===== src/rtl/apem_pkg.sv =====
`timescale 1ns / 1ps

package apem_pkg;

    // Command codes
    localparam logic [2:0] CMD_UP          = 3'd1;
    localparam logic [2:0] CMD_CANCEL      = 3'd2;
    localparam logic [2:0] CMD_HOVER_LEAVE = 3'd3;
    localparam logic [2:0] CMD_BUTTON_ONLY = 3'd4;
    localparam logic [2:0] CMD_RELEASE_ALL = 3'd5;

    // Result kinds
    localparam logic [2:0] KIND_MOVE        = 3'd0;
    localparam logic [2:0] KIND_LEFT_DOWN   = 3'd1;
    localparam logic [2:0] KIND_LEFT_UP     = 3'd2;
    localparam logic [2:0] KIND_RIGHT_DOWN  = 3'd3;
    localparam logic [2:0] KIND_RIGHT_UP    = 3'd4;
    localparam logic [2:0] KIND_MIDDLE_DOWN = 3'd5;
    localparam logic [2:0] KIND_MIDDLE_UP   = 3'd6;
    localparam logic [2:0] KIND_REJECT      = 3'd7;

    // Register indexes
    localparam logic [2:0] REG_SURFACE_WIDTH  = 3'd0;
    localparam logic [2:0] REG_SURFACE_HEIGHT = 3'd1;
    localparam logic [2:0] REG_SURFACE_LEFT   = 3'd2;
    localparam logic [2:0] REG_SURFACE_TOP    = 3'd3;
    localparam logic [2:0] REG_DESK_LEFT      = 3'd4;
    localparam logic [2:0] REG_DESK_TOP       = 3'd5;
    localparam logic [2:0] REG_DESK_WIDTH     = 3'd6;
    localparam logic [2:0] REG_DESK_HEIGHT    = 3'd7;

    localparam logic [15:0] FULL_SCALE = 16'hFFFF;

    typedef struct packed {
        logic [2:0]  cmd;
        logic [2:0]  button_set;
        logic [15:0] norm_x;
        logic [15:0] norm_y;
    } in_word_t;

    typedef struct packed {
        logic [2:0]  event_kind;
        logic [15:0] abs_x;
        logic [15:0] abs_y;
        logic        last_of_run;
    } res_word_t;

    typedef struct packed {
        logic        [15:0] surface_width;
        logic        [15:0] surface_height;
        logic signed [15:0] surface_left;
        logic signed [15:0] surface_top;
        logic signed [15:0] desk_left;
        logic signed [15:0] desk_top;
        logic        [15:0] desk_width;
        logic        [15:0] desk_height;
    } cfg_t;

    // Classified command handed from front to back
    typedef struct packed {
        logic        reject;
        logic        need_move;
        logic [2:0]  wanted;
        logic [15:0] norm_x;
        logic [15:0] norm_y;
    } cmd_word_t;

endpackage


===== src/rtl/absolute_pointer_event_mapper.sv =====
`timescale 1ns / 1ps

// Absolute pointer event mapper.
// Input channel: write a request word (cmd, button_set, norm_x, norm_y) with push while
// full is low. Result channel: while empty is low the oldest result word (event_kind,
// abs_x, abs_y, last_of_run) sits on result; pop takes it. One request yields zero to
// four words; last_of_run marks the final word of each request.
// Register port: wr_en, wr_index and wr_data write one of the eight geometry registers;
// write them only while no request is in flight.
// Back end: a request carrying a move passes, per axis, through one multiply, one scale, one
// clamp and a 16-step restoring divide on a shared divider, x then y; the back end then emits
// one result word per cycle while the result queue is not full. Button-only, release and
// reject requests go straight to emitting. The back end takes no new request until it has
// sent every word of the current one; the command queue holds up to CMD_QUEUE_DEPTH waiting.
// Reset: geometry registers clear to zero, no buttons held, both queues empty.
// Stall: when result is not popped the result queue fills, the back end holds its
// word, then the command queue fills and full rises.
module absolute_pointer_event_mapper #(
    parameter int CMD_QUEUE_DEPTH = 2,
    parameter int RES_QUEUE_DEPTH = 2
) (
    input  logic                clk,
    input  logic                rst_n,
    input  logic                push,
    input  apem_pkg::in_word_t  request,
    output logic                full,
    output logic                empty,
    input  logic                pop,
    output apem_pkg::res_word_t result,
    input  logic                wr_en,
    input  logic [2:0]          wr_index,
    input  logic [15:0]         wr_data
);

    import apem_pkg::*;

    localparam int CMD_W = $bits(cmd_word_t);
    localparam int RES_W = $bits(res_word_t);

    cfg_t       cfg_reg, cfg_next;
    logic       q_push, q_full, cmd_empty, cmd_pop;
    cmd_word_t  q_word, cmd_word;
    logic       res_push, res_full;
    res_word_t  res_word;

    // Decode register writes
    always_comb
    begin
        cfg_next = cfg_reg;
        if (wr_en)
        begin
            unique case (wr_index)
                REG_SURFACE_WIDTH:  cfg_next.surface_width  = wr_data;
                REG_SURFACE_HEIGHT: cfg_next.surface_height = wr_data;
                REG_SURFACE_LEFT:   cfg_next.surface_left   = wr_data;
                REG_SURFACE_TOP:    cfg_next.surface_top    = wr_data;
                REG_DESK_LEFT:      cfg_next.desk_left      = wr_data;
                REG_DESK_TOP:       cfg_next.desk_top       = wr_data;
                REG_DESK_WIDTH:     cfg_next.desk_width     = wr_data;
                REG_DESK_HEIGHT:    cfg_next.desk_height    = wr_data;
                default:            cfg_next = cfg_reg;
            endcase
        end
    end

    always_ff @(posedge clk or negedge rst_n)
    begin
        if (!rst_n)
        begin
            cfg_reg <= '0;
        end
        else
        begin
            cfg_reg <= cfg_next;
        end
    end

    // Classify requests on the way in
    apem_front u_front (
        .push    (push),
        .request (request),
        .full    (full),
        .cfg     (cfg_reg),
        .q_push  (q_push),
        .q_word  (q_word),
        .q_full  (q_full)
    );

    // Hold classified commands between front and back
    apem_queue #(
        .DEPTH (CMD_QUEUE_DEPTH),
        .WIDTH (CMD_W)
    ) u_cmd_queue (
        .clk   (clk),
        .rst_n (rst_n),
        .push  (q_push),
        .din   (q_word),
        .full  (q_full),
        .pop   (cmd_pop),
        .dout  (cmd_word),
        .empty (cmd_empty)
    );

    // Map coordinates and sequence the result words
    apem_back u_back (
        .clk       (clk),
        .rst_n     (rst_n),
        .cfg       (cfg_reg),
        .cmd_empty (cmd_empty),
        .cmd_word  (cmd_word),
        .cmd_pop   (cmd_pop),
        .res_push  (res_push),
        .res_word  (res_word),
        .res_full  (res_full)
    );

    // Buffer result words so the back end keeps going while the receiver stalls
    apem_queue #(
        .DEPTH (RES_QUEUE_DEPTH),
        .WIDTH (RES_W)
    ) u_res_queue (
        .clk   (clk),
        .rst_n (rst_n),
        .push  (res_push),
        .din   (res_word),
        .full  (res_full),
        .pop   (pop),
        .dout  (result),
        .empty (empty)
    );

endmodule


===== src/rtl/apem_queue.sv =====
`timescale 1ns / 1ps

module apem_queue #(
    parameter int DEPTH = 2,
    parameter int WIDTH = 8
) (
    input  logic             clk,
    input  logic             rst_n,
    input  logic             push,
    input  logic [WIDTH-1:0] din,
    output logic             full,
    input  logic             pop,
    output logic [WIDTH-1:0] dout,
    output logic             empty
);

    localparam int AW = (DEPTH > 1) ? $clog2(DEPTH) : 1;
    localparam int CW = $clog2(DEPTH + 1);

    logic [WIDTH-1:0] mem_reg [DEPTH];
    logic [AW-1:0]    wr_ptr_reg, wr_ptr_next;
    logic [AW-1:0]    rd_ptr_reg, rd_ptr_next;
    logic [CW-1:0]    count_reg, count_next;
    logic             do_push, do_pop;

    assign full    = (count_reg == CW'(DEPTH));
    assign empty   = (count_reg == '0);
    assign do_push = push && !full;
    assign do_pop  = pop && !empty;
    assign dout    = mem_reg[rd_ptr_reg];

    always_comb
    begin
        wr_ptr_next = wr_ptr_reg;
        rd_ptr_next = rd_ptr_reg;
        count_next  = count_reg;
        if (do_push)
        begin
            wr_ptr_next = (wr_ptr_reg == AW'(DEPTH - 1)) ? '0 : wr_ptr_reg + AW'(1);
        end
        if (do_pop)
        begin
            rd_ptr_next = (rd_ptr_reg == AW'(DEPTH - 1)) ? '0 : rd_ptr_reg + AW'(1);
        end
        if (do_push && !do_pop)
        begin
            count_next = count_reg + CW'(1);
        end
        else if (do_pop && !do_push)
        begin
            count_next = count_reg - CW'(1);
        end
    end

    always_ff @(posedge clk or negedge rst_n)
    begin
        if (!rst_n)
        begin
            wr_ptr_reg <= '0;
            rd_ptr_reg <= '0;
            count_reg  <= '0;
        end
        else
        begin
            wr_ptr_reg <= wr_ptr_next;
            rd_ptr_reg <= rd_ptr_next;
            count_reg  <= count_next;
        end
    end

    always_ff @(posedge clk)
    begin
        if (do_push)
        begin
            mem_reg[wr_ptr_reg] <= din;
        end
    end

endmodule


===== src/rtl/apem_front.sv =====
`timescale 1ns / 1ps

module apem_front (
    input  logic                 push,
    input  apem_pkg::in_word_t   request,
    output logic                 full,
    input  apem_pkg::cfg_t       cfg,
    output logic                 q_push,
    output apem_pkg::cmd_word_t  q_word,
    input  logic                 q_full
);

    import apem_pkg::*;

    logic unusable;
    logic want_none;

    assign full      = q_full;
    assign q_push    = push;
    assign unusable  = (cfg.desk_width == '0) || (cfg.desk_height == '0);
    assign want_none = (request.cmd == CMD_UP) || (request.cmd == CMD_CANCEL)
                       || (request.cmd == CMD_HOVER_LEAVE);

    // Decide reject, move and the wanted button set up front
    always_comb
    begin
        q_word.norm_x = request.norm_x;
        q_word.norm_y = request.norm_y;
        priority if (request.cmd == CMD_RELEASE_ALL)
        begin
            q_word.reject    = 1'b0;
            q_word.need_move = 1'b0;
            q_word.wanted    = 3'b000;
        end
        else if (unusable)
        begin
            q_word.reject    = 1'b1;
            q_word.need_move = 1'b0;
            q_word.wanted    = 3'b000;
        end
        else
        begin
            q_word.reject    = 1'b0;
            q_word.need_move = !((request.cmd == CMD_HOVER_LEAVE)
                                 || (request.cmd == CMD_BUTTON_ONLY));
            q_word.wanted    = want_none ? 3'b000 : request.button_set;
        end
    end

endmodule


===== src/rtl/apem_back.sv =====
`timescale 1ns / 1ps

module apem_back (
    input  logic                 clk,
    input  logic                 rst_n,
    input  apem_pkg::cfg_t       cfg,
    input  logic                 cmd_empty,
    input  apem_pkg::cmd_word_t  cmd_word,
    output logic                 cmd_pop,
    output logic                 res_push,
    output apem_pkg::res_word_t  res_word,
    input  logic                 res_full
);

    import apem_pkg::*;

    typedef enum logic [5:0] {
        S_IDLE  = 6'b000001,
        S_MUL   = 6'b000010,
        S_PREP  = 6'b000100,
        S_CLAMP = 6'b001000,
        S_DIV   = 6'b010000,
        S_EMIT  = 6'b100000
    } state_t;

    // Pending result bits, lowest goes out first
    localparam int P_REJ   = 0;
    localparam int P_MOVE  = 1;
    localparam int P_LEFT  = 2;
    localparam int P_RIGHT = 3;
    localparam int P_MID   = 4;

    state_t        state_reg, state_next;
    logic [4:0]    pend_reg, pend_next;
    logic [2:0]    held_reg, held_next;
    logic [2:0]    wanted_reg, wanted_next;
    logic          axis_reg, axis_next;
    logic [3:0]    cnt_reg, cnt_next;
    logic [15:0]   nx_reg, nx_next, ny_reg, ny_next;
    logic [31:0]   prod_reg, prod_next;
    logic signed [17:0] pix_reg, pix_next;
    logic [15:0]   rem_reg, rem_next, quo_reg, quo_next, div_reg, div_next;
    logic          zero_reg, zero_next;
    logic [15:0]   ax_reg, ax_next, ay_reg, ay_next;

    logic [15:0]   norm_sel, surf_sel, desk_sel;
    logic signed [15:0] off_sel, org_sel;
    logic [15:0]   q_est, local_pix, hi, clamped;
    logic [16:0]   r0, r1, t;
    logic          c1, c2, ge;
    logic [31:0]   num;
    logic [2:0]    chg;
    logic [4:0]    clr;
    logic          last;

    assign norm_sel = axis_reg ? ny_reg : nx_reg;
    assign surf_sel = axis_reg ? cfg.surface_height : cfg.surface_width;
    assign desk_sel = axis_reg ? cfg.desk_height : cfg.desk_width;
    assign off_sel  = axis_reg ? cfg.surface_top : cfg.surface_left;
    assign org_sel  = axis_reg ? cfg.desk_top : cfg.desk_left;

    // Divide the product by full scale: estimate, then at most two corrections
    assign q_est     = prod_reg[31:16];
    assign r0        = {1'b0, prod_reg[15:0]} + {1'b0, q_est};
    assign c1        = (r0 >= {1'b0, FULL_SCALE});
    assign r1        = c1 ? (r0 - {1'b0, FULL_SCALE}) : r0;
    assign c2        = (r1 >= {1'b0, FULL_SCALE});
    assign local_pix = q_est + {15'd0, c1} + {15'd0, c2};

    assign hi      = desk_sel - 16'd1;
    assign clamped = pix_reg[17] ? 16'd0
                   : ((pix_reg > $signed({2'b00, hi})) ? hi : pix_reg[15:0]);
    assign num     = {clamped, 16'd0} - {16'd0, clamped};

    // One restoring step
    assign t  = {rem_reg, quo_reg[15]};
    assign ge = (t >= {1'b0, div_reg});

    assign chg = cmd_word.reject ? 3'b000 : (held_reg ^ cmd_word.wanted);

    always_comb
    begin
        res_word.abs_x = 16'd0;
        res_word.abs_y = 16'd0;
        clr            = 5'd0;
        priority if (pend_reg[P_REJ])
        begin
            res_word.event_kind = KIND_REJECT;
            clr[P_REJ]          = 1'b1;
        end
        else if (pend_reg[P_MOVE])
        begin
            res_word.event_kind = KIND_MOVE;
            res_word.abs_x      = ax_reg;
            res_word.abs_y      = ay_reg;
            clr[P_MOVE]         = 1'b1;
        end
        else if (pend_reg[P_LEFT])
        begin
            res_word.event_kind = wanted_reg[0] ? KIND_LEFT_DOWN : KIND_LEFT_UP;
            clr[P_LEFT]         = 1'b1;
        end
        else if (pend_reg[P_RIGHT])
        begin
            res_word.event_kind = wanted_reg[1] ? KIND_RIGHT_DOWN : KIND_RIGHT_UP;
            clr[P_RIGHT]        = 1'b1;
        end
        else
        begin
            res_word.event_kind = wanted_reg[2] ? KIND_MIDDLE_DOWN : KIND_MIDDLE_UP;
            clr[P_MID]          = 1'b1;
        end
        last                 = ((pend_reg & ~clr) == 5'd0);
        res_word.last_of_run = last;
    end

    assign res_push = (state_reg == S_EMIT) && (pend_reg != 5'd0) && !res_full;
    assign cmd_pop  = (state_reg == S_IDLE) && !cmd_empty;

    always_comb
    begin
        state_next  = state_reg;
        pend_next   = pend_reg;
        held_next   = held_reg;
        wanted_next = wanted_reg;
        axis_next   = axis_reg;
        cnt_next    = cnt_reg;
        nx_next     = nx_reg;
        ny_next     = ny_reg;
        prod_next   = prod_reg;
        pix_next    = pix_reg;
        rem_next    = rem_reg;
        quo_next    = quo_reg;
        div_next    = div_reg;
        zero_next   = zero_reg;
        ax_next     = ax_reg;
        ay_next     = ay_reg;
        unique case (state_reg)
            S_IDLE:
            begin
                if (!cmd_empty)
                begin
                    pend_next   = {chg, cmd_word.need_move, cmd_word.reject};
                    held_next   = cmd_word.reject ? held_reg : cmd_word.wanted;
                    wanted_next = cmd_word.wanted;
                    nx_next     = cmd_word.norm_x;
                    ny_next     = cmd_word.norm_y;
                    axis_next   = 1'b0;
                    state_next  = cmd_word.need_move ? S_MUL : S_EMIT;
                end
            end
            S_MUL:
            begin
                prod_next  = (surf_sel > 16'd1)
                           ? (32'(norm_sel) * 32'(surf_sel - 16'd1)) : 32'd0;
                state_next = S_PREP;
            end
            S_PREP:
            begin
                pix_next   = 18'(off_sel) - 18'(org_sel) + $signed({2'b00, local_pix});
                state_next = S_CLAMP;
            end
            S_CLAMP:
            begin
                rem_next   = num[31:16];
                quo_next   = num[15:0];
                div_next   = hi;
                zero_next  = (desk_sel <= 16'd1);
                cnt_next   = 4'd0;
                state_next = S_DIV;
            end
            S_DIV:
            begin
                rem_next = ge ? 16'(t - {1'b0, div_reg}) : t[15:0];
                quo_next = {quo_reg[14:0], ge};
                cnt_next = cnt_reg + 4'd1;
                if (cnt_reg == 4'd15)
                begin
                    if (!axis_reg)
                    begin
                        ax_next    = zero_reg ? 16'd0 : {quo_reg[14:0], ge};
                        axis_next  = 1'b1;
                        state_next = S_MUL;
                    end
                    else
                    begin
                        ay_next    = zero_reg ? 16'd0 : {quo_reg[14:0], ge};
                        state_next = S_EMIT;
                    end
                end
            end
            S_EMIT:
            begin
                if (pend_reg == 5'd0)
                begin
                    state_next = S_IDLE;
                end
                else if (!res_full)
                begin
                    pend_next = pend_reg & ~clr;
                    if (last)
                    begin
                        state_next = S_IDLE;
                    end
                end
            end
            default:
            begin
                state_next = S_IDLE;
            end
        endcase
    end

    always_ff @(posedge clk or negedge rst_n)
    begin
        if (!rst_n)
        begin
            state_reg <= S_IDLE;
            pend_reg  <= 5'd0;
            held_reg  <= 3'b000;
            axis_reg  <= 1'b0;
            cnt_reg   <= 4'd0;
        end
        else
        begin
            state_reg <= state_next;
            pend_reg  <= pend_next;
            held_reg  <= held_next;
            axis_reg  <= axis_next;
            cnt_reg   <= cnt_next;
        end
    end

    always_ff @(posedge clk)
    begin
        wanted_reg <= wanted_next;
        nx_reg     <= nx_next;
        ny_reg     <= ny_next;
        prod_reg   <= prod_next;
        pix_reg    <= pix_next;
        rem_reg    <= rem_next;
        quo_reg    <= quo_next;
        div_reg    <= div_next;
        zero_reg   <= zero_next;
        ax_reg     <= ax_next;
        ay_reg     <= ay_next;
    end

    a_rej_alone: assert property (@(posedge clk) disable iff (!rst_n)
        pend_reg[P_REJ] |-> (pend_reg[4:1] == 4'd0))
        else $error("reject pending together with other results");

    a_pop_idle: assert property (@(posedge clk) disable iff (!rst_n)
        cmd_pop |=> (state_reg != S_IDLE))
        else $error("command taken but back end stayed idle");

    a_last_idle: assert property (@(posedge clk) disable iff (!rst_n)
        (res_push && res_word.last_of_run) |=> (state_reg == S_IDLE))
        else $error("last word sent but back end did not return to idle");

    a_zero_coords: assert property (@(posedge clk) disable iff (!rst_n)
        (res_push && (res_word.event_kind != KIND_MOVE))
        |-> ((res_word.abs_x == 16'd0) && (res_word.abs_y == 16'd0)))
        else $error("non-move word carries coordinates");

    a_held_stable: assert property (@(posedge clk) disable iff (!rst_n)
        (state_reg != S_IDLE) |=> $stable(held_reg))
        else $error("held buttons changed outside command load");

endmodule


===== config.mk =====
export PLATFORM = sky130hd
export DESIGN_NAME = absolute_pointer_event_mapper
export DESIGN_NICKNAME = d
export VERILOG_FILES = /design/src/rtl/apem_pkg.sv /design/src/rtl/absolute_pointer_event_mapper.sv /design/src/rtl/apem_queue.sv /design/src/rtl/apem_front.sv /design/src/rtl/apem_back.sv
export SDC_FILE = /design/constraint.sdc
export NUM_CORES = 1
export LEC_CHECK = 0
export BUFFER_PORTS_ARGS = -buffer_cell sky130_fd_sc_hd__buf_2
export CAP_MARGIN = 20
export CORE_ASPECT_RATIO = 0.6
export CORE_MARGIN = 5
export CORE_UTILIZATION = 40
export CTS_CLUSTER_SIZE = 24
export DETAILED_ROUTE_END_ITERATION = 10
export HOLD_SLACK_MARGIN = 0.06
export PLACE_DENSITY = 0.67
export SLEW_MARGIN = 20
export SYNTH_ARGS = -nofsm -noshare
export SYNTH_HDL_FRONTEND = slang
export SYNTH_SLANG_ARGS = --single-unit
export TNS_END_PERCENT = 30

===== constraint.sdc =====
create_clock -name clk -period 9.4 [get_ports clk]
set_input_delay 1.88 -clock clk [delete_from_list [all_inputs] [get_ports clk]]
set_output_delay 1.88 -clock clk [all_outputs]
set_load 0.02 [all_outputs]

==> flow_summary.yaml <==
job:
  drv_cap: 0
worst_setup_path:
  critical_path.startpoint_type: "flip-flop"
  path_max_fanout: 22
  required_ns: 9.72
  path_class: "flip-flop to flip-flop"
  cp_slowest_cell: "a2111oi_0"
  cp_slowest_stage_delay_ns: 0.66
  crit_start: "u_back.axis_reg"
  cp-end-kind: "flip-flop"
  path_buf_inv: 7
  arrival_ns: 9.21
  crit_family: "adder cells"
  rr_startpoint: "u_back.axis_reg"
final_layout:
  finish.utilization: 0.448
  regArea_um2: 13300
  area.growth.synth_to_final_pct: 11.0
  fin_nets: 3625
  multi_input_area_um2: 18700
  largest_register_ffs: 128
  fillers: 7660
  drive_above_1_share: 0.161
sta:
  rsz0062_at_grt: "false"
  drv_slew: 0
  max_freq_mhz: 112
  finalCritPeriodShare: 0.946
  tightest_slew_ns: 1.03
  finalSetupViolations: 0
  finalClockSkew_ns: 0.0707
  hold_viol_final: 0
  max_slew_margin: 0.316
  finalCriticalPeriod_ns: 8.89
  fin_tns_setup_ns: 0
placed_design:
  dp_hpwl_um: 65300
  portBuffers: 99
  globalplace.congestion: 0.914
logic_synthesis:
  synth_top_flop_cell: "edfxtp_1"
  synth_area_um2: 33600
  synth_nets: 3516
  ys_ff_latch: 467
  syn_avg_cell_area_um2: 11.1
  async_reset_ff_frac: 0.332
  ys.warnings.count: 0
  synth_edf_count: 312
  synthCells: 3023
  yosysSeqAreaShare: 0.394
  synthDistinctLibCells: 87
floorplan:
  initial_core_util: 0.403
  die_area_um2: 90200
  die_h_um: 235
  ios: 100
  rows: 82
  core_area_um2: 83400
  die_w_um: 384
clocking:
  cts_sinks: 467
  clock_path_buffers: 3
  cts_resized: 0
  clock_latency_ns: 0.64
  clk_pin_slew_ns: 0.06
  cts_tree: "done"
  cts-root-buf: "clkbuf_16"
  cts_setup_buffers: 0
  ctsHtreeMaxLevel: 2
  holdBufCountCts: 0
  numCtsBuffers: 47
worst_hold_path:
  hp-start: "cfg_reg[76]"
  hp-class: "flip-flop to flip-flop"
route:
  drt-total-wl_um: 85400
  vias_per_cell: 5.29
  via_count: 22800
  wl_per_cell_um: 19.8
  drc: 0
  firstDrtPassIters: 5
  drtIter0Drc: 1974
  ant_nets: 0
global_route:
  grt_pass1_vias: 22500
  track_usage: 0.190
  grt_pass1_wl_um: 134000
  grt_overflow: 0
  antenna_found_initial: 7
  grt_max_degree: 101
run_status:
  status: "finished, final reports clean"
metrics by stage:
step / hold slack (ns) / std cells / worst slack, ns / instance area (µm²)
global placement: 0.483 / 4214 / 0.802 / 35600
finish: 0.502 / 4305 / 0.510 / 37300
detailed placement: 0.490 / 4214 / 0.602 / 35600
CTS: 0.504 / 4299 / 0.570 / 37300
global route: 0.514 / 4302 / 0.0407 / 37300
floorplan: 0.460 / 3023 / 0.557 / 33600
cell usage after synthesis, types with 10 or more instances:
| master | instances | area (µm²) |
|---|---|---|
| nor4_1 | 18 | 113 |
| a211oi_1 | 11 | 82.6 |
| o21a_1 | 14 | 105 |
| xnor2_1 | 99 | 867 |
| a31oi_1 | 12 | 75.1 |
| and2_1 | 52 | 325 |
| or3_1 | 19 | 119 |
| dfrtp_1 | 154 | 3850 |
| a21o_1 | 26 | 195 |
| xor2_1 | 53 | 464 |
| nand2b_1 | 22 | 138 |
| buf_2 | 10 | 50.1 |
| and3_1 | 15 | 93.8 |
| a21oi_1 | 96 | 480 |
| nor3b_1 | 17 | 128 |
| nand4_1 | 16 | 100 |
| o21bai_1 | 10 | 75.1 |
| edfxtp_1 | 312 | 9370 |
| a21boi_0 | 12 | 90.1 |
| nand2_1 | 261 | 980 |
| fa_1 | 275 | 5510 |
| nor2b_1 | 73 | 457 |
| nor3_1 | 46 | 230 |
| mux2i_1 | 73 | 731 |
| clkbuf_1 | 74 | 278 |
| ha_1 | 156 | 1950 |
| nand3_1 | 36 | 180 |
| nor2_1 | 226 | 848 |
| mux2_2 | 239 | 2690 |
| inv_1 | 361 | 1360 |
| or2_2 | 16 | 100 |
| o21ai_0 | 76 | 380 |
layout make-up:
cell class                      instances  share of cell area
Antenna cell                            3            0.000201
Clock buffer                           59              0.0344
Clock inverter                         26             0.00932
Inverter                              361              0.0363
Multi-Input combinational cell       2103               0.502
Sequential cell                       467               0.355
Tap cell                             1134              0.0380
Timing Repair Buffer                  152              0.0246
cells by family (layout without fill, tap and decap cells):
logic type | Yosys count | count (layout) | share of synthesized area
flip-flops | 467 | 467 | 0.394
adder cells (fa/ha/maj) | 431 | 431 | 0.222
XOR/XNOR | 152 | 152 | 0.0396
buffers and inverters | 453 | 598 | 0.0514
other | 0 | 3 | 0
AND/OR/NAND/NOR | 856 | 856 | 0.123
AO/OA/AOI/OAI | 351 | 351 | 0.0684
multiplexers | 313 | 313 | 0.102
routing by layer:
metal | share of wire | GRT usage
met5 | 0.00055 | 0
met4 | 0.0095 | 0.0257
met3 | 0.12 | 0.0746
met2 | 0.37 | 0.238
met1 | 0.50 | 0.308
path summary, 6_finish.rpt:
path | end | slack, ns | cells after the start
max | u_back.prod_reg[31] | 0.51 | 31
min | cfg_reg[76] | 0.50 | 1
max reg2reg | u_back.prod_reg[31] | 0.51 | 31
min reg2reg | cfg_reg[76] | 0.50 | 1
max in group asynchronous | u_cmd_queue.rd_ptr_reg | 6.63 | 2
min in group asynchronous | cfg_reg[59] | 1.39 | 1
worst register-to-register path: cells and delay by family (launching register included):
family	cells	cell delay (ns)
AND/OR/NAND/NOR	8	1.34
adder cells (fa/ha/maj)	7	3.34
buffers and inverters	7	0.77
flip-flops	1	0.62
XOR/XNOR	2	0.29
AO/OA/AOI/OAI	7	2.27
layout by cell type, fill, tap and decap left out, types with 9 or more instances in the layout:
cell type and instances:
buf_2 98, dfrtp_1 152, ha_1 156, a21o_1 26
nand2_1 261, mux2_2 239, nor2_1 224, and3_1 14
buf_4 50, edfxtp_1 312, o31ai_1 9, o21ai_0 76
xnor2_1 99, or2_2 16, o21bai_1 10, xor2_1 53
fa_1 275, nand4_1 16, nor3b_1 13, inv_1 361
a21oi_1 95, nor4_1 17, a31oi_1 12, mux2i_1 73
nor2b_1 73, or3_1 19, clkbuf_16 49, nor3_1 43
and2_1 52, o21a_1 14, a211oi_1 11, nand2b_1 22
nand3_1 36, nand3b_1 9, a21boi_0 12
Power is left out: the tool's default activity adds up to more than one toggle a clock period on the data nets, which glitch-free logic cannot reach.
